[src/hw/rtl/tmvs_pkg.sv]
// ----------------------------------------------------------------------------
// tmvs_pkg
// Shared types and constants for the temporal MV select and store block.
// ----------------------------------------------------------------------------
package tmvs_pkg;

  localparam int COL_W     = 13;
  localparam int OCOL_W    = 14;
  localparam int MV_IN_W   = 16;
  localparam int MV_OUT_W  = 13;
  localparam int REF_IN_W  = 4;
  localparam int REF_OUT_W = 3;
  localparam int MASK_W    = 7;
  localparam int WID_W     = 6;
  localparam int CNT_W     = 4;   // copy index, 0..15

  // Largest component magnitude that may be saved (limit is 4096, exclusive)
  localparam logic signed [MV_IN_W-1:0] MV_MAX = 16'sd4095;
  localparam logic signed [MV_IN_W-1:0] MV_MIN = -16'sd4095;

  // Copy count saturates at 16; stored as count minus one
  localparam logic [CNT_W-1:0] LAST_COPY_MAX = 4'd15;

  typedef enum logic [1:0] {
    ST_IDLE,
    ST_TEST_SECOND,
    ST_TEST_FIRST,
    ST_EMIT
  } tmvs_state_t;

endpackage

[src/hw/rtl/tmvs_check.sv]
// ----------------------------------------------------------------------------
// tmvs_check
// Shared usability test for one candidate vector: positive reference,
// reference enabled in the mask, both components below the magnitude limit.
// ----------------------------------------------------------------------------
module tmvs_check
  import tmvs_pkg::*;
(
  input  logic        [MASK_W-1:0]   mask,
  input  logic signed [REF_IN_W-1:0] ref_idx,
  input  logic signed [MV_IN_W-1:0]  mv_y,
  input  logic signed [MV_IN_W-1:0]  mv_x,
  output logic                       usable
);

  logic       ref_pos;
  logic [2:0] bit_sel;
  logic       mask_hit;
  logic       small_y;
  logic       small_x;

  // ref in 1..7 here, so ref-1 fits in 3 bits and stays below 7
  assign ref_pos  = (ref_idx[REF_IN_W-1] == 1'b0) && (ref_idx != '0);
  assign bit_sel  = ref_idx[2:0] - 3'd1;
  assign mask_hit = mask[bit_sel];
  assign small_y  = (mv_y >= MV_MIN) && (mv_y <= MV_MAX);
  assign small_x  = (mv_x >= MV_MIN) && (mv_x <= MV_MAX);
  assign usable   = ref_pos && mask_hit && small_y && small_x;

endmodule

[src/hw/rtl/temporal_mv_select_and_store.sv]
// ----------------------------------------------------------------------------
// temporal_mv_select_and_store
// Picks the vector to save for one candidate block and writes it out once
// per covered 8x8 column.
// ----------------------------------------------------------------------------
// Usage:
//   - Input beat: all candidate fields sampled when start is high and busy
//     is low. busy stays high until the last output beat has gone out.
//   - Output beats: out_strobe marks each record for exactly one cycle;
//     the receiver cannot stall, so records come on consecutive cycles.
//     last is high on the final copy for the candidate.
//   - Timing: vector testing checks the second vector, then the first only
//     if the second fails, on one shared check unit; then one copy goes
//     out per cycle. Copies are (width_units4+1)/2 clamped to 1..16. busy
//     drops the cycle after the last beat, and the next start can be taken then.
//   - Config: ref_sign_mask_wr loads ref_sign_mask_data; write only while
//     busy is low.
//   - Reset: synchronous rst returns to idle and clears the mask.
// ----------------------------------------------------------------------------
module temporal_mv_select_and_store
  import tmvs_pkg::*;
(
  input  logic                        clk,
  input  logic                        rst,
  // configuration
  input  logic                        ref_sign_mask_wr,
  input  logic        [MASK_W-1:0]    ref_sign_mask_data,
  // input beat
  input  logic                        start,
  output logic                        busy,
  input  logic        [COL_W-1:0]     column,
  input  logic signed [MV_IN_W-1:0]   mv0_y,
  input  logic signed [MV_IN_W-1:0]   mv0_x,
  input  logic signed [MV_IN_W-1:0]   mv1_y,
  input  logic signed [MV_IN_W-1:0]   mv1_x,
  input  logic signed [REF_IN_W-1:0]  ref_first,
  input  logic signed [REF_IN_W-1:0]  ref_second,
  input  logic        [WID_W-1:0]     width_units4,
  // output beats
  output logic                        out_strobe,
  output logic        [OCOL_W-1:0]    out_column,
  output logic signed [MV_OUT_W-1:0]  saved_mv_y,
  output logic signed [MV_OUT_W-1:0]  saved_mv_x,
  output logic        [REF_OUT_W-1:0] saved_ref,
  output logic                        last
);

  tmvs_state_t state, state_next;

  logic [MASK_W-1:0] ref_mask;

  // captured candidate
  logic signed [MV_IN_W-1:0]  c0_y, c0_x, c1_y, c1_x;
  logic signed [REF_IN_W-1:0] c0_ref, c1_ref;
  logic [CNT_W-1:0]           last_idx;

  // chosen record and walk position
  logic [OCOL_W-1:0]          col;
  logic signed [MV_OUT_W-1:0] sel_y, sel_x;
  logic [REF_OUT_W-1:0]       sel_ref;
  logic [CNT_W-1:0]           copy_idx;

  // shared check unit operands
  logic signed [REF_IN_W-1:0] chk_ref;
  logic signed [MV_IN_W-1:0]  chk_y, chk_x;
  logic                       chk_ok;

  logic                       take;
  logic                       load_sel;
  logic                       clear_sel;
  logic [WID_W:0]             w_plus1;
  logic [WID_W-1:0]           half_w;
  logic [CNT_W-1:0]           last_idx_in;

  assign take = start && (state == ST_IDLE);

  // copies = (w+1)/2 clamped to 1..16; kept as copies-1
  // one extra bit on the sum so width 63 does not wrap to zero
  assign w_plus1 = {1'b0, width_units4} + 7'd1;
  assign half_w  = w_plus1[WID_W:1];
  always_comb begin
    if (half_w == '0) begin
      last_idx_in = '0;
    end else if (half_w > 6'd16) begin
      last_idx_in = LAST_COPY_MAX;
    end else begin
      last_idx_in = CNT_W'(half_w - 6'd1);
    end
  end

  // Second vector tested first; first vector on the following cycle if the second fails
  always_comb begin
    if (state == ST_TEST_FIRST) begin
      chk_ref = c0_ref;
      chk_y   = c0_y;
      chk_x   = c0_x;
    end else begin
      chk_ref = c1_ref;
      chk_y   = c1_y;
      chk_x   = c1_x;
    end
  end

  tmvs_check u_check (
    .mask    (ref_mask),
    .ref_idx (chk_ref),
    .mv_y    (chk_y),
    .mv_x    (chk_x),
    .usable  (chk_ok)
  );

  // Sequencer
  always_comb begin
    state_next = state;
    load_sel   = 1'b0;
    clear_sel  = 1'b0;
    unique case (state)
      ST_IDLE: begin
        if (start) state_next = ST_TEST_SECOND;
      end
      ST_TEST_SECOND: begin
        if (chk_ok) begin
          load_sel   = 1'b1;
          state_next = ST_EMIT;
        end else begin
          state_next = ST_TEST_FIRST;
        end
      end
      ST_TEST_FIRST: begin
        load_sel   = chk_ok;
        clear_sel  = !chk_ok;   // neither usable: zero record
        state_next = ST_EMIT;
      end
      ST_EMIT: begin
        if (copy_idx == last_idx) state_next = ST_IDLE;
      end
      default: state_next = ST_IDLE;
    endcase
  end

  always_ff @(posedge clk) begin
    if (rst) begin
      state    <= ST_IDLE;
      ref_mask <= '0;
    end else begin
      state <= state_next;
      if (ref_sign_mask_wr) ref_mask <= ref_sign_mask_data;
    end
  end

  // Payload: no reset needed
  always_ff @(posedge clk) begin
    if (take) begin
      c0_y     <= mv0_y;
      c0_x     <= mv0_x;
      c1_y     <= mv1_y;
      c1_x     <= mv1_x;
      c0_ref   <= ref_first;
      c1_ref   <= ref_second;
      last_idx <= last_idx_in;
      col      <= {1'b0, column};
      copy_idx <= '0;
    end else if (state == ST_EMIT) begin
      col      <= col + 14'd1;
      copy_idx <= copy_idx + 4'd1;
    end
    if (load_sel) begin
      // magnitude below 4096, so the low 13 bits keep the value
      sel_y   <= chk_y[MV_OUT_W-1:0];
      sel_x   <= chk_x[MV_OUT_W-1:0];
      sel_ref <= chk_ref[REF_OUT_W-1:0];
    end else if (clear_sel) begin
      sel_y   <= '0;
      sel_x   <= '0;
      sel_ref <= '0;
    end
  end

  assign busy       = (state != ST_IDLE);
  assign out_strobe = (state == ST_EMIT);
  assign out_column = col;
  assign saved_mv_y = sel_y;
  assign saved_mv_x = sel_x;
  assign saved_ref  = sel_ref;
  assign last       = (state == ST_EMIT) && (copy_idx == last_idx);

endmodule

[config.mk]
export PLATFORM = sky130hd
export DESIGN_NAME = temporal_mv_select_and_store
export DESIGN_NICKNAME = d
export VERILOG_FILES = /design/src/hw/rtl/tmvs_pkg.sv /design/src/hw/rtl/tmvs_check.sv /design/src/hw/rtl/temporal_mv_select_and_store.sv
export SDC_FILE = /design/constraint.sdc
export NUM_CORES = 1
export LEC_CHECK = 0
export BUFFER_PORTS_ARGS = -buffer_cell sky130_fd_sc_hd__buf_2
export CAP_MARGIN = 20
export CORE_MARGIN = 4
export CORE_UTILIZATION = 46
export CTS_CLUSTER_SIZE = 16
export DETAILED_ROUTE_END_ITERATION = 10
export GPL_TIMING_DRIVEN = 1
export PLACE_DENSITY = 0.7
export SLEW_MARGIN = 20
export SYNTH_ARGS = -nofsm -noshare
export SYNTH_HDL_FRONTEND = slang
export SYNTH_HIERARCHICAL = 1
export SYNTH_SLANG_ARGS = --single-unit
[constraint.sdc]
create_clock -name clk -period 10.8 [get_ports clk]
set_input_delay 0 -clock clk [delete_from_list [all_inputs] [get_ports clk]]
set_output_delay 0 -clock clk [all_outputs]
set_load 0.02 [all_outputs]
==> reports/qor.yml <==
run_status:
  status: "complete, no violations"
detailed_routing:
  drt_pre_antenna_iters: 5
  via_count: 4027
  postRouteAntennaNets: 0
  wl_per_cell_um: 16.0
  avgViaCountPerCell: 4.85
  drt-initial-drc-count: 240
  drc: 0
  totalWireLength_mm: 13.3
power_and_ir_drop:
  vdd_ir_drop_max_uv: 133
  power_density_nw_per_um2: 219
  p_total_mw: 1.81
  p_leak_nw: 3.18
synth:
  synthTopCellsByCount: "118 x edfxtp_1, 37 x mux2_2, 30 x nor2b_1"
  avgSynthCellArea_sq_um: 14.7
  synth_edf_count: 118
  synth_area_leaders: "edfxtp_1 62%, mux2_2 7.3%, dfxtp_1 4.9%"
  synth_area_sq_um: 5680
  yosysTopAreaCell: "edfxtp_1"
  syn-num-nets: 501
  ys.flop_type: "edfxtp_1"
  yosys.cell_types.count: 48
  synth_async_sr_flop_share_pct: 0
  seq_area_frac_synth_pct: 67.3
  synth_seq_cells: 132
  syn_inst: 387
  yosysWarnings: 6
  synth.top_cell.area_share_pct: 62.3
  yosys.cell_count.top_type: "edfxtp_1"
layout:
  layout.nets: 763
  regArea_sq_um: 3820
  nFillCells: 812
  area_growth_pct: 45.4
  diodes: 0
  drive_above_1_share_pct: 34.7
  multiInputGateArea_sq_um: 1770
timing:
  clock.fmax_mhz: 204
  fin_crit_sh_pct: 45.4
  final-hold-violation-count: 0
  final.setup.tns_ps: 0
  worstMarginPinSlew_ps: 979
  min_period_ps: 4910
  rsz0062_at_grt: "false"
  drv_slew: 0
  slew_headroom_pct: 34.6
  setup_viol: 0
  finalClockSkew_ps: 8.25
cts:
  clk_latency_ps: 410
  cts_resized: 0
  cts_tree: "built"
  cts.clk_slew.worst_paths_ps: 60
  clk_path_buf_depth: 2
  clock-sinks: 132
  root_buffer: "clkbuf_16"
  postCtsSetupBuffers: 0
  cts_buffers: 17
  ctsHtreeMaxLevel: 4
grt:
  antenna_found_initial: 0
  grt.total_usage_pct: 19.8
  grt_pass1_vias: 4348
  grt_pass1_wl_mm: 22.0
  grt_max_degree: 59
  grt_overflow: 0
die:
  die_w_um: 119
  start_util_pct: 47.1
  core_sq_um: 12100
  num_rows: 40
  die_h_um: 119
  die_area_sq_um: 14200
  ios: 148
setup_path:
  worstPathRequired_ps: 10840
  path_class: "flip-flop to flip-flop"
  rrSetupSlack_ps: 5890
  arrival_ps: 4940
  start_kind: "flip-flop"
  reg2reg_from: "state[1]"
  worst_setup_path_end_kind: "flip-flop"
  r2r_cells: 8
  r2r-end: "saved_mv_y[6]"
  crit_fanout: 37
hold_path:
  worstHoldPathType: "input port to flip-flop"
  min_from: "width_units4[5]"
  min_to: "last_idx[0]"
  min_path_cells: 3
placement:
  dpl.hpwl_mm: 8.58
  io_buffers: 147
  gp_congestion: 0.810
job:
  maxCapViolations: 0
-- worst max-delay path, stage by stage (launching register included) --
cell and delay (ps):
dfxtp_1 440, ha_2 860, mux2_2 430, or4_1 560, a22oi_1 190, nand4_1 130
a311oi_1 520, nand2_1 750, o21ai_4 620
-- placed cells by master, fill, tap and decap left out, types with 2 or more instances in the layout --
cell	instances
a31oi_1	2
dlygate4sd3_1	108
clkinv_2	4
clkinvlp_4	3
nor2b_1	30
or4_1	2
nand3_1	7
nor3_1	4
inv_6	2
clkbuf_1	2
o21ai_0	9
a21oi_1	5
ha_1	11
bufinv_16	3
nor4_1	6
buf_2	147
nor2_1	20
mux2_2	37
nand2_1	25
o21ai_2	2
o21ai_1	4
nor4_2	3
dfxtp_1	14
mux2i_1	8
inv_1	11
edfxtp_1	118
xnor2_1	13
nand4_1	7
xor2_1	9
clkbuf_16	17
-- sequential cells by signal (all words and copies together) (netlist names), 7 cells and up --
register / cells
c0_x: 16
c0_y: 16
c1_x: 16
c1_y: 16
out_column: 14
saved_mv_x: 13
saved_mv_y: 13
ref_mask: 7
-- report_power, final --
part           switching, mW  internal [mW]  leakage [nW]  total [mW]
registers             0.0637          0.716          1.23       0.779
clock network          0.209          0.362         0.281       0.571
logic                  0.271          0.191          1.67       0.462
total                  0.544           1.27          3.18        1.81
-- timing repair --
action                     in CTS  in global routing
hold buffers                  108                  0
setup endpoints to repair       0                  0
hold endpoints to repair       94                  0
-- metrics by stage --
| stage | utilization, % | setup WS, ps | cell area, sq um | instances | hold WS (ps) |
|---|---|---|---|---|---|
| 2_1_floorplan | - | 6070 | 5680 | 387 | 98.9 |
| 3_3_place_gp | 54.7 | 5980 | 6600 | 690 | 178 |
| 3_5_place_dp | 54.7 | 5870 | 6600 | 690 | 178 |
| 4_1_cts | 68.5 | 5840 | 8270 | 830 | 9.04 |
| 5_1_grt | 68.5 | 5410 | 8270 | 830 | 51.7 |
| 6_report | 68.5 | 5890 | 8270 | 830 | 33.3 |
-- layer usage --
metal  GRT usage, %  wire length [um]
met5              0                 0
met4           7.10               263
met3           5.60               617
met2           34.0              6950
met1           23.9              5460
-- logic make-up after synthesis --
| logic type | after synthesis | synth area share (%) |
|---|---|---|
| compound gates | 37 | 4.51 |
| xor+xnor | 22 | 3.39 |
| fa+ha+maj | 12 | 2.64 |
| buf+inv | 25 | 1.80 |
| flops | 132 | 67.3 |
| mux | 46 | 9.13 |
| simple gates | 113 | 11.2 |
-- worst max-delay path by stage --
stage / startpoint / to / depth (start not counted)
final: state[1] / saved_mv_y[6] / 8
after global placement: state[0] / saved_mv_x[5] / 9
after global routing: state[0] / saved_mv_x[7] / 9
after detailed placement: state[0] / saved_mv_y[6] / 9
after CTS: state[1] / saved_mv_y[7] / 8
after floorplan: state[0] / saved_mv_x[0] / 11
-- cell type report --
class                           count  share of cell area [%]
Sequential cell                   132                    46.3
Timing Repair Buffer              256                    22.1
Multi-Input combinational cell    230                    21.4
Clock buffer                       19                    5.24
Tap cell                          168                    2.54
Clock inverter                     13                    1.91
Inverter                           12                   0.560
No activity file was read; power rests on OpenSTA's default activity.
